<file path="config.mk">
export PLATFORM = sky130hd
export DESIGN_NAME = cooperative_task_scheduler
export DESIGN_NICKNAME = d
export VERILOG_FILES = /design/src/sv/cts_pkg.sv /design/src/sv/cts_slot_alu.sv /design/src/sv/cooperative_task_scheduler.sv
export VERILOG_INCLUDE_DIRS = /design/src /design/src/sv
export SDC_FILE = /design/constraint.sdc
export NUM_CORES = 1
export LEC_CHECK = 0
export BUFFER_PORTS_ARGS = -buffer_cell sky130_fd_sc_hd__buf_4
export CAP_MARGIN = 20
export CORE_UTILIZATION = 35
export DETAILED_ROUTE_END_ITERATION = 8
export HOLD_SLACK_MARGIN = 0.06
export PLACE_DENSITY = 0.45
export SLEW_MARGIN = 20
export SYNTH_ARGS = -nofsm -noshare
export SYNTH_HDL_FRONTEND = slang
export SYNTH_SLANG_ARGS = --single-unit
</file>
<file path="constraint.sdc">
create_clock -name i_clk -period 23.2 [get_ports i_clk]
set_input_delay 4.64 -clock i_clk [delete_from_list [all_inputs] [get_ports i_clk]]
set_output_delay 4.64 -clock i_clk [all_outputs]
set_load 0.005 [all_outputs]
</file>
<file path="src/sv/cooperative_task_scheduler_macros.svh">
// ----------------------------------------------------------------------------
// Cooperative task scheduler assertion macros
// Shared assertion forms for the scheduler RTL.
// ----------------------------------------------------------------------------
`ifndef COOPERATIVE_TASK_SCHEDULER_MACROS_SVH
`define COOPERATIVE_TASK_SCHEDULER_MACROS_SVH

// Same-cycle implication, disabled while reset is asserted.
`define CTS_ASSERT_NOW(label, clk, rst_n, ante, cons) \
    label: assert property (@(posedge clk) disable iff (!(rst_n)) (ante) |-> (cons)) \
        else $error("scheduler check failed");

// Next-cycle implication, disabled while reset is asserted.
`define CTS_ASSERT_NEXT(label, clk, rst_n, ante, cons) \
    label: assert property (@(posedge clk) disable iff (!(rst_n)) (ante) |=> (cons)) \
        else $error("scheduler check failed");

`endif

</file>
<file path="src/sv/cts_pkg.sv">
// ----------------------------------------------------------------------------
// Cooperative task scheduler package
// Sizes, command and record codes, and slot types shared by the RTL.
// ----------------------------------------------------------------------------
`default_nettype none

package cts_pkg;

    localparam int NUM_SLOTS = 32;
    localparam int SLOT_W    = (NUM_SLOTS > 1) ? $clog2(NUM_SLOTS) : 1;
    localparam int CNT_W     = $clog2(NUM_SLOTS + 1);
    localparam int IDX_W     = 6;

    localparam logic [IDX_W:0] SLOTS_LIMIT = (IDX_W + 1)'(NUM_SLOTS);

    // Input commands
    localparam logic [1:0] CMD_TICK     = 2'd0;
    localparam logic [1:0] CMD_ADD      = 2'd1;
    localparam logic [1:0] CMD_DEL      = 2'd2;
    localparam logic [1:0] CMD_DISPATCH = 2'd3;

    // Result record kinds
    localparam logic [2:0] KIND_TICK = 3'd0;
    localparam logic [2:0] KIND_ADD  = 3'd1;
    localparam logic [2:0] KIND_DEL  = 3'd2;
    localparam logic [2:0] KIND_RUN  = 3'd3;
    localparam logic [2:0] KIND_DONE = 3'd4;

    typedef struct packed {
        logic [7:0]  tag;
        logic [15:0] delay;
        logic [15:0] period;
        logic [7:0]  pending;
    } t_slot;

    typedef struct packed {
        logic dispatch;    // 0: age the slot, 1: take one pending run
    } t_alu_ctrl;

    typedef struct packed {
        logic fire;        // a run is taken from this slot
        logic drop;        // one-shot slot retires after its run
    } t_alu_flags;

endpackage

`default_nettype wire

</file>
<file path="src/sv/cts_slot_alu.sv">
// ----------------------------------------------------------------------------
// Scheduler slot update unit
// Shared unit that ages one slot on a tick or takes one run on a dispatch.
// ----------------------------------------------------------------------------
`default_nettype none

module cts_slot_alu (
    input  cts_pkg::t_alu_ctrl  i_ctrl,
    input  cts_pkg::t_slot      i_slot,
    output cts_pkg::t_slot      o_slot,
    output cts_pkg::t_alu_flags o_flags
);
    import cts_pkg::*;

    always_comb begin
        o_slot        = i_slot;
        o_flags.fire  = 1'b0;
        o_flags.drop  = 1'b0;
        if (i_ctrl.dispatch) begin
            // take one pending run, retire one-shot slots
            if (i_slot.pending != 8'd0) begin
                o_flags.fire   = 1'b1;
                o_flags.drop   = (i_slot.period == 16'd0);
                o_slot.pending = i_slot.pending - 8'd1;
            end
        end else begin
            if (i_slot.delay == 16'd0) begin
                // queue a run, saturate the count, reload periodic slots
                if (i_slot.pending != 8'hFF) begin
                    o_slot.pending = i_slot.pending + 8'd1;
                end
                if (i_slot.period != 16'd0) begin
                    o_slot.delay = i_slot.period;
                end
            end else begin
                o_slot.delay = i_slot.delay - 16'd1;
            end
        end
    end

endmodule

`default_nettype wire

</file>
<file path="src/sv/cooperative_task_scheduler.sv">
// Records: a tick or dispatch walks all 32 slots, then emits its closing record;
// an add stops at the lowest free slot (or errors when full) and a delete walks no
// slots; the record then sits in the output word. One input word is taken at a time.
// Slots go one per cycle through the shared update unit, save dispatch run stalls.
// Reset (synchronous, active low) clears the slot valid bits, the sequencer and the
// output valid; slot contents are left as they are and there is no clearing pass.
// ----------------------------------------------------------------------------
// Cooperative task scheduler
// Time-triggered slot table with tick, add, delete and dispatch commands.
// ----------------------------------------------------------------------------
`default_nettype none

module cooperative_task_scheduler (
    input  wire logic        i_clk,
    input  wire logic        i_rst_n,
    // Input words
    input  wire logic        i_s_axis_tvalid,
    output logic             o_s_axis_tready,
    // tdata: task_tag[7:0], start_delay[23:8], repeat_period[39:24],
    //        slot_index[45:40], zero pad[47:46]
    input  wire logic [47:0] i_s_axis_tdata,
    // tuser: command[1:0]
    input  wire logic [1:0]  i_s_axis_tuser,
    // Result words
    output logic             o_m_axis_tvalid,
    input  wire logic        i_m_axis_tready,
    // tdata: slot_out[5:0], tag_out[13:6], error_flag[14], zero pad[15]
    output logic [15:0]      o_m_axis_tdata,
    // tuser: record_kind[2:0]
    output logic [2:0]       o_m_axis_tuser,
    // tlast: last
    output logic             o_m_axis_tlast
);
    import cts_pkg::*;

    `include "cooperative_task_scheduler_macros.svh"

    // Sequencer states
    localparam logic ST_IDLE = 1'b0;
    localparam logic ST_WALK = 1'b1;

    logic r_state, n_state;
    logic [CNT_W-1:0] r_ptr, n_ptr;

    // Latched command word
    logic [1:0]       r_cmd;
    logic [7:0]       r_tag;
    logic [15:0]      r_dly;
    logic [15:0]      r_per;
    logic [IDX_W-1:0] r_idx;

    // Slot table: valid bits reset, contents written before they are read
    logic [NUM_SLOTS-1:0] r_valid;
    t_slot                r_slot [NUM_SLOTS];

    // Output word register
    logic             r_ov;
    logic [2:0]       r_kind;
    logic [IDX_W-1:0] r_oslot;
    logic [7:0]       r_otag;
    logic             r_oerr;
    logic             r_olast;

    logic              out_free;
    logic              at_end;
    logic [SLOT_W-1:0] ptr_idx;
    logic              cur_valid;
    t_slot             cur_slot;
    logic              idx_bad;
    logic              s_accept;

    t_alu_ctrl  alu_ctrl;
    t_slot      alu_slot;
    t_alu_flags alu_flags;

    // Emitted record and table write controls
    logic              emit;
    logic [2:0]        e_kind;
    logic [IDX_W-1:0]  e_slot;
    logic [7:0]        e_tag;
    logic              e_err;
    logic              e_last;
    logic              slot_we;
    t_slot             slot_wdata;
    logic              valid_set;
    logic              valid_clr;
    logic [SLOT_W-1:0] clr_idx;

    assign o_s_axis_tready = (r_state == ST_IDLE);
    assign s_accept        = i_s_axis_tvalid && o_s_axis_tready;

    // The output word can be loaded when empty or being taken this cycle
    assign out_free = !r_ov || i_m_axis_tready;
    assign at_end   = (r_ptr == CNT_W'(NUM_SLOTS));
    assign ptr_idx  = r_ptr[SLOT_W-1:0];
    assign cur_valid = r_valid[ptr_idx];
    assign cur_slot  = r_slot[ptr_idx];
    assign idx_bad   = ({1'b0, r_idx} >= SLOTS_LIMIT);

    assign alu_ctrl.dispatch = (r_cmd == CMD_DISPATCH);

    cts_slot_alu u_alu (
        .i_ctrl  (alu_ctrl),
        .i_slot  (cur_slot),
        .o_slot  (alu_slot),
        .o_flags (alu_flags)
    );

    // Sequencer: one slot per cycle, stall whenever a record cannot be placed
    always_comb begin
        n_state    = r_state;
        n_ptr      = r_ptr;
        emit       = 1'b0;
        e_kind     = KIND_TICK;
        e_slot     = '0;
        e_tag      = '0;
        e_err      = 1'b0;
        e_last     = 1'b0;
        slot_we    = 1'b0;
        slot_wdata = alu_slot;
        valid_set  = 1'b0;
        valid_clr  = 1'b0;
        clr_idx    = ptr_idx;
        unique case (r_state)
            ST_IDLE: begin
                if (i_s_axis_tvalid) begin
                    n_state = ST_WALK;
                    n_ptr   = '0;
                end
            end
            ST_WALK: begin
                unique case (r_cmd)
                    CMD_TICK: begin
                        if (at_end) begin
                            if (out_free) begin
                                emit    = 1'b1;
                                e_kind  = KIND_TICK;
                                e_last  = 1'b1;
                                n_state = ST_IDLE;
                            end
                        end else begin
                            // age the slot only if it holds a task
                            slot_we = cur_valid;
                            n_ptr   = r_ptr + CNT_W'(1);
                        end
                    end
                    CMD_ADD: begin
                        if (at_end) begin
                            // table full
                            if (out_free) begin
                                emit    = 1'b1;
                                e_kind  = KIND_ADD;
                                e_err   = 1'b1;
                                e_last  = 1'b1;
                                n_state = ST_IDLE;
                            end
                        end else if (!cur_valid) begin
                            if (out_free) begin
                                slot_we    = 1'b1;
                                slot_wdata = '{tag: r_tag, delay: r_dly,
                                               period: r_per, pending: 8'd0};
                                valid_set  = 1'b1;
                                emit       = 1'b1;
                                e_kind     = KIND_ADD;
                                e_slot     = IDX_W'(ptr_idx);
                                e_last     = 1'b1;
                                n_state    = ST_IDLE;
                            end
                        end else begin
                            n_ptr = r_ptr + CNT_W'(1);
                        end
                    end
                    CMD_DEL: begin
                        if (out_free) begin
                            valid_clr = !idx_bad;
                            clr_idx   = r_idx[SLOT_W-1:0];
                            emit      = 1'b1;
                            e_kind    = KIND_DEL;
                            e_slot    = r_idx;
                            e_err     = idx_bad;
                            e_last    = 1'b1;
                            n_state   = ST_IDLE;
                        end
                    end
                    CMD_DISPATCH: begin
                        if (at_end) begin
                            if (out_free) begin
                                emit    = 1'b1;
                                e_kind  = KIND_DONE;
                                e_last  = 1'b1;
                                n_state = ST_IDLE;
                            end
                        end else if (cur_valid && alu_flags.fire) begin
                            // hold the pointer until the run record has a place
                            if (out_free) begin
                                slot_we   = 1'b1;
                                valid_clr = alu_flags.drop;
                                emit      = 1'b1;
                                e_kind    = KIND_RUN;
                                e_slot    = IDX_W'(ptr_idx);
                                e_tag     = cur_slot.tag;
                                n_ptr     = r_ptr + CNT_W'(1);
                            end
                        end else begin
                            n_ptr = r_ptr + CNT_W'(1);
                        end
                    end
                endcase
            end
        endcase
    end

    // Control registers
    always_ff @(posedge i_clk) begin
        if (!i_rst_n) begin
            r_state <= ST_IDLE;
            r_ptr   <= '0;
            r_valid <= '0;
            r_ov    <= 1'b0;
        end else begin
            r_state <= n_state;
            r_ptr   <= n_ptr;
            if (valid_set) begin
                r_valid[ptr_idx] <= 1'b1;
            end
            if (valid_clr) begin
                r_valid[clr_idx] <= 1'b0;
            end
            if (emit) begin
                r_ov <= 1'b1;
            end else if (i_m_axis_tready) begin
                r_ov <= 1'b0;
            end
        end
    end

    // Payload registers
    always_ff @(posedge i_clk) begin
        if (s_accept) begin
            r_cmd <= i_s_axis_tuser;
            r_tag <= i_s_axis_tdata[7:0];
            r_dly <= i_s_axis_tdata[23:8];
            r_per <= i_s_axis_tdata[39:24];
            r_idx <= i_s_axis_tdata[45:40];
        end
        if (slot_we) begin
            r_slot[ptr_idx] <= slot_wdata;
        end
        if (emit) begin
            r_kind  <= e_kind;
            r_oslot <= e_slot;
            r_otag  <= e_tag;
            r_oerr  <= e_err;
            r_olast <= e_last;
        end
    end

    assign o_m_axis_tvalid = r_ov;
    assign o_m_axis_tdata  = {1'b0, r_oerr, r_otag, r_oslot};
    assign o_m_axis_tuser  = r_kind;
    assign o_m_axis_tlast  = r_olast;

    // Checks
    `CTS_ASSERT_NOW(a_ptr_range, i_clk, i_rst_n, 1'b1, r_ptr <= CNT_W'(NUM_SLOTS))
    `CTS_ASSERT_NEXT(a_accept_walk, i_clk, i_rst_n, s_accept, (r_state == ST_WALK) && (r_ptr == '0))
    `CTS_ASSERT_NEXT(a_last_idle, i_clk, i_rst_n, emit && e_last, r_state == ST_IDLE)
    `CTS_ASSERT_NOW(a_run_not_last, i_clk, i_rst_n, r_ov && (r_kind == KIND_RUN), !r_olast)

endmodule

`default_nettype wire
</file>
## Word-level counts from Yosys, hierarchy flattened

Memories as Yosys holds them, arrays and structs flattened. A register that Yosys moved wholly into a read port is not among the register bits.
Index checks and enable logic that the tools add are counted.

| storage, ports and cells | value |
|---|---|
| input bits | 54 |
| memory bits (writable) | 1536 |
| memories | 1 |
| bits in registers | 107 |
| word-level logic and storage cells | 147 |
| output and inout bits | 22 |

Memory list:

| name | depth | width | rd ports | clocked after memory_dff | write ports | line | source |
|---|---|---|---|---|---|---|---|
| r_slot | 32 | 48 | 1 | 1 | 1 | cooperative_task_scheduler.sv:54 | `t_slot r_slot [NUM_SLOTS];` |

| operators by class | value |
|---|---|
| bitwise operators | 7 |
| reduce and logical (&&, ||, !) cells | 16 |
| muxes and demuxes | 88 |
| add/sub/neg operators | 4 |
| equality and inequality tests | 12 |
| magnitude comparators | 5 |

Operators by type and width:

| operator | count |
|---|---|
| 2-to-1 mux 48 bit | 5 |
| 2-to-1 mux 32 bit | 3 |
| 2-to-1 mux 6 bit | 10 |
| 2-to-1 mux 16 bit | 3 |
| 2-to-1 mux 5 bit | 8 |
| case mux 6 bit (3 select lines) | 2 |
| 2-to-1 mux 1 bit | 34 |
| bitwise AND 32 bit | 1 |
| logical NOT 16 bit | 2 |
| 2-to-1 mux 8 bit | 4 |
| inverter 32 bit | 1 |
| bitwise OR 32 bit | 1 |
| nonzero test 16 bit | 1 |
| subtractor 16 x 1 -> 16 bit, second input constant | 1 |
| < comparator 5 x 6 -> 1 bit, second input constant | 2 |
| inequality test 3 bit, second input constant | 4 |
| case mux 3 bit (4 select lines) | 1 |
| case mux 6 bit (2 select lines) | 1 |
| demux 1 bit (select 5 bit) | 2 |
| greater-or-equal comparator 5 x 1 -> 1 bit, second input constant | 2 |
| 2-to-1 mux 2 bit | 5 |
| case mux 1 bit (3 select lines) | 3 |
| adder 8 x 1 -> 8 bit, second input constant | 1 |
| inequality test 8 bit, second input constant | 1 |
| 23 further kinds | 34 |

## Logic depth before layout (Yosys ltp)

| depth | value |
|---|---|
| depth after elaboration | 12 |
| gate-level depth with buffers | 18 |

## By module

Synthesis repeated with hierarchy kept, for this count alone.

| second synthesis, totals | value |
|---|---|
| cells, all modules | 2884 |
| area, all modules | 64663.3 um^2 |

By module, submodules not included:

| module | sequential area each (um^2) | area an instance (um^2) | cells an instance | instances |
|---|---|---|---|---|
| cooperative_task_scheduler | 49037.0 | 63365.8 | 2674 | 1 |
| cts_slot_alu | 0.0 | 1297.5 | 210 | 1 |

## Worst setup path before layout

No wires, ideal clock.

| timing | value |
|---|---|
| path kind | input to register |
| start point | input port i_m_axis_tready |
| end point | memory r_slot[24][0] (netlist bit), enable pin |
| cell stages on the path | 3 |
| setup slack | 9994 ps |
| data arrival time | 12494 ps |
| setup time | 712 ps |
| cells stage by stage | nand2b_1 -> a22oi_1 -> a2111oi_0 |

| between the ends | value |
|---|---|
| word-level cells in the longest chain between the ends | 8 |
| elaborated cells on any way between the ends | 10 |
| classes of those cells | mux (9); reduce/logical (1) |

Ends and longest elaborated chain:

| element | line | source |
|---|---|---|
| from (decl) | cooperative_task_scheduler.sv:26 | `input wire logic i_m_axis_tready,` |
| logical OR 1 bit * | cooperative_task_scheduler.sv:93 | `assign out_free = !r_ov \|\| i_m_axis_tready;` |
| 2-to-1 mux 1 bit * | cooperative_task_scheduler.sv:158, cooperative_task_scheduler.sv:195 |  |
| 2-to-1 mux 1 bit, on equally long branches | cooperative_task_scheduler.sv:193, cooperative_task_scheduler.sv:157 |  |
| 2-to-1 mux 1 bit, on equally long branches | cooperative_task_scheduler.sv:186, cooperative_task_scheduler.sv:148 |  |
| case mux 1 bit (3 select lines) * | cooperative_task_scheduler.sv:132 | `unique case (r_cmd)` |
| 2-to-1 mux 1 bit * | cooperative_task_scheduler.sv:124 | `unique case (r_state)` |
| 2-to-1 mux 1 bit * | cooperative_task_scheduler.sv:246 | `if (slot_we) begin` |
| 2-to-1 mux 1 bit (not written as such) * | cooperative_task_scheduler.sv:247 | `r_slot[ptr_idx] <= slot_wdata;` |
| to (decl) | cooperative_task_scheduler.sv:54 |  |

Mark *: on every way between the ends. The rest lies on a longest branch, timed or not.

==> flow_metrics.tcl <==
set metrics [dict create \
    status "completed" \
    layout_min_cycle_time_ps 7751 \
    slew_violations 0 \
    cts_root_buf "clkbuf_16" \
    synth_common_cells "edfxtp_1, mux2i_1, a22oi_1" \
    path_clk_slew_ps 60 \
    dieArea_sq_um 187700 \
    syn_area_sq_um 65090 \
    cts.sinks 1648 \
    die_w_um 433.2 \
    gp_congestion 0.7810 \
    cts_buffers 179 \
    syn_area_per_cell_sq_um 18.45 \
    internal-power_mw 4.887 \
    chipHeight_um 433.2 \
    post_drt_wl_per_cell_um 29.97 \
    power_leakage_nw 22.48 \
    synthMuxAreaShare_pct 14.45 \
    synth_nets 3593 \
    setup_viol 0 \
    drv_cap 0 \
    clock_path_buffers 3 \
    synth_adder_area_share_pct 0.2307 \
    grt.total_usage_pct 20.18 \
    cp_slowest_stage_delay_ps 840 \
    synth.distinct_cells 79 \
    crit_slowest_cell "nor2_1" \
    power_frac_comb_pct 3.5 \
    ys.flop_type "edfxtp_1" \
    area_growth_pct 14.60 \
    io_pins 76 \
    post_cts_buffers 0 \
    fin_nets 3768 \
    rows 157 \
    synth_xor_area_share_pct 0.09420 \
    synth-async-reset-ratio_pct 0 \
    synth_compound_area_share_pct 4.356 \
    grt_max_degree 116 \
    clock_latency_ps 810 \
    initial_core_util_pct 35.40 \
    routed_wl_mm 189.3 \
    drive_gt1_share_pct 18.83 \
    antenna_found_initial 4 \
    power_switching_mw 1.321 \
    ant_nets 0 \
    fin_tns_setup_ps 0 \
    clockPowerShare_pct 43.3 \
    drc 0 \
    skew_ps 29.25 \
    hold_class "reg -> reg" \
    max_freq_ghz 0.1290 \
    postCtsHoldBufs 0 \
    slew_headroom_pct 24.93 \
    yosysWarnings 0 \
    arrival_ps 8210 \
    fillers 16637 \
    tritoncts "done" \
    path_cells "buf_4 > nor2b_1 > nor2_1 > and3_4 > buf_4 > nor2_1 > o21ai_0 > a31oi_1 > a21o_1" \
    crit_required_ps 23660 \
    synth.most_common_cell "edfxtp_1" \
    viasPerCell 5.353 \
    grt_pass1_wl_mm 265.7 \
    rsz0062_at_grt "false" \
    port_buffers 72 \
    power.density_nw_per_um2 83.23 \
    synth_edf_count 1603 \
    cts_htree_levels 4 \
    fin_crit_sh_pct 33.41 \
    ir_drop_mv 0.08008 \
    ys_ff_latch 1648 \
    synth_area_leaders "edfxtp_1, mux2i_1, mux4_2, a22oi_1, dfxtp_1" \
    place_ws_ps 14630 \
    core_sq_um 183900 \
    synth_top_family_by_area "multiplexers" \
    start_kind "primary input" \
    cts-resized-gates 0 \
    synthCells 3527 \
    p_sw_share_pct 21.28 \
    finalHoldViolCount 0 \
    end_kind "flop" \
    initialDrtViolationCount 2759 \
    grt_overflow 0 \
    yosys.area_share.simple_pct 3.893 \
    grt_pass1_vias 34363 \
    vias 33811 \
    yosysSeqAreaShare_pct 75.34 \
    synth_top_area_cell "edfxtp_1" \
    setup_ws_ps 15450 \
    synth_top_area_share_pct 73.96 \
    seq_power_share_pct 53.2 \
    firstDrtPassIters 5 \
    hpwl_mm 96.62 \
    critPathMaxFanout 39 \
    max_slew.worst_pin.slew_ps 1126 \
    setup.worst_path.class "in -> reg" \
]
-- flip-flops by register name, indices dropped and copies added (netlist names), named ones only --
signal and count:
o_m_axis_tlast 1, r_cmd 2, r_state 1, r_ptr 6, r_slot 1536, o_m_axis_tuser 3, r_per 16, r_valid 32
r_oslot 6, r_tag 8, r_dly 16, r_oerr 1, r_idx 6, o_m_axis_tvalid 1, r_otag 8
-- worst max-delay path: cells and delay by family --
family	cells	cell delay, ps
and+or+nand+nor	4	1820
AOI/OAI and AO/OA	3	1220
buffers and inverters	2	490
-- cells by family after synthesis --
| family | count (synthesis) |
|---|---|
| simple gates | 536 |
| flops | 1648 |
| buf+inv | 213 |
| compound gates | 417 |
| mux | 693 |
| other cells | 1 |
| xor+xnor | 7 |
| fa+ha+maj | 12 |
-- worst paths after layout --
kind / end / cells past startpoint / slack (ps) / from
worst max-delay path: r_slot[25][39] / 9 / 15450 / i_m_axis_tready
worst min-delay path: r_valid[4] / 2 / 540 / r_valid[4]
worst max register to register: r_slot[16][25] / 13 / 15610 / flop
worst min register to register: r_valid[4] / 2 / 540 / r_valid[4]
-- stage by stage --
step | instance area [sq um] | total power, mW | instances | utilization [%] | hold WS (ps)
2_1_floorplan | 65090 | 3.504 | 3527 | - | 495.7
3_3_place_gp | 68990 | 3.583 | 5982 | 37.52 | 518.2
3_5_place_dp | 69100 | 3.586 | 5985 | 37.58 | 523.9
4_1_cts | 74560 | 6.270 | 6315 | 40.55 | 539.9
5_1_grt | 74590 | 6.399 | 6316 | 40.57 | 564.6
6_report | 74590 | 6.208 | 6316 | 40.57 | 542.0
-- metal layers --
metal  up-vias  GRT usage, %  part of all wire (%)
li1      14666             -                     -
met5         -             0                     0
met2       772         32.93                    48
met1     18146         28.46                    46
met4         0         5.196                   2.2
met3       227         2.594                   3.7
-- area by class of cell --
type                    instances  area, sq um  share of cell area [%]
diodes                          1        2.502                0.003355
flip-flops and latches       1648        49050                   65.76
multi-input cells            1666        15410                   20.66
clock buffers                 234         4780                   6.408
repair buffers                193         1534                   2.057
well taps                    2464         3083                   4.133
inverters                      14        52.55                 0.07045
clock inverters                96        679.4                  0.9108
-- cells in the final DEF (no fill, tap or decap), types with 6 or more instances in the layout --
master and instances:
edfxtp_1 1603, mux2i_1 477, a22oi_1 203, mux4_2 194, buf_4 187, clkbuf_16 182, nor2_1 154, nand3_1 137
nand2_1 82, a21oi_1 82, clkbuf_1 49, clkinv_1 47, o21ai_0 45, dfxtp_1 40, nor2_4 32, nand4_1 31
clkinv_2 29, mux2_2 20, nor3_1 18, and3_1 18, inv_1 12, ha_1 11, o22ai_1 10, a22o_1 8
nand2b_1 8, inv_6 7, nor4_1 6, bufinv_16 6
-- power by group through the flow --
stage	Combinational [mW]	Sequential, mW	Clock, mW
2_1_floorplan	0.140	3.36	0
3_3_place_gp	0.216	3.37	0
3_5_place_dp	0.219	3.37	0
4_1_cts	0.219	3.30	2.75
5_1_grt	0.235	3.30	2.86
6_report	0.217	3.30	2.69
Power figures use the tool's default switching activity.
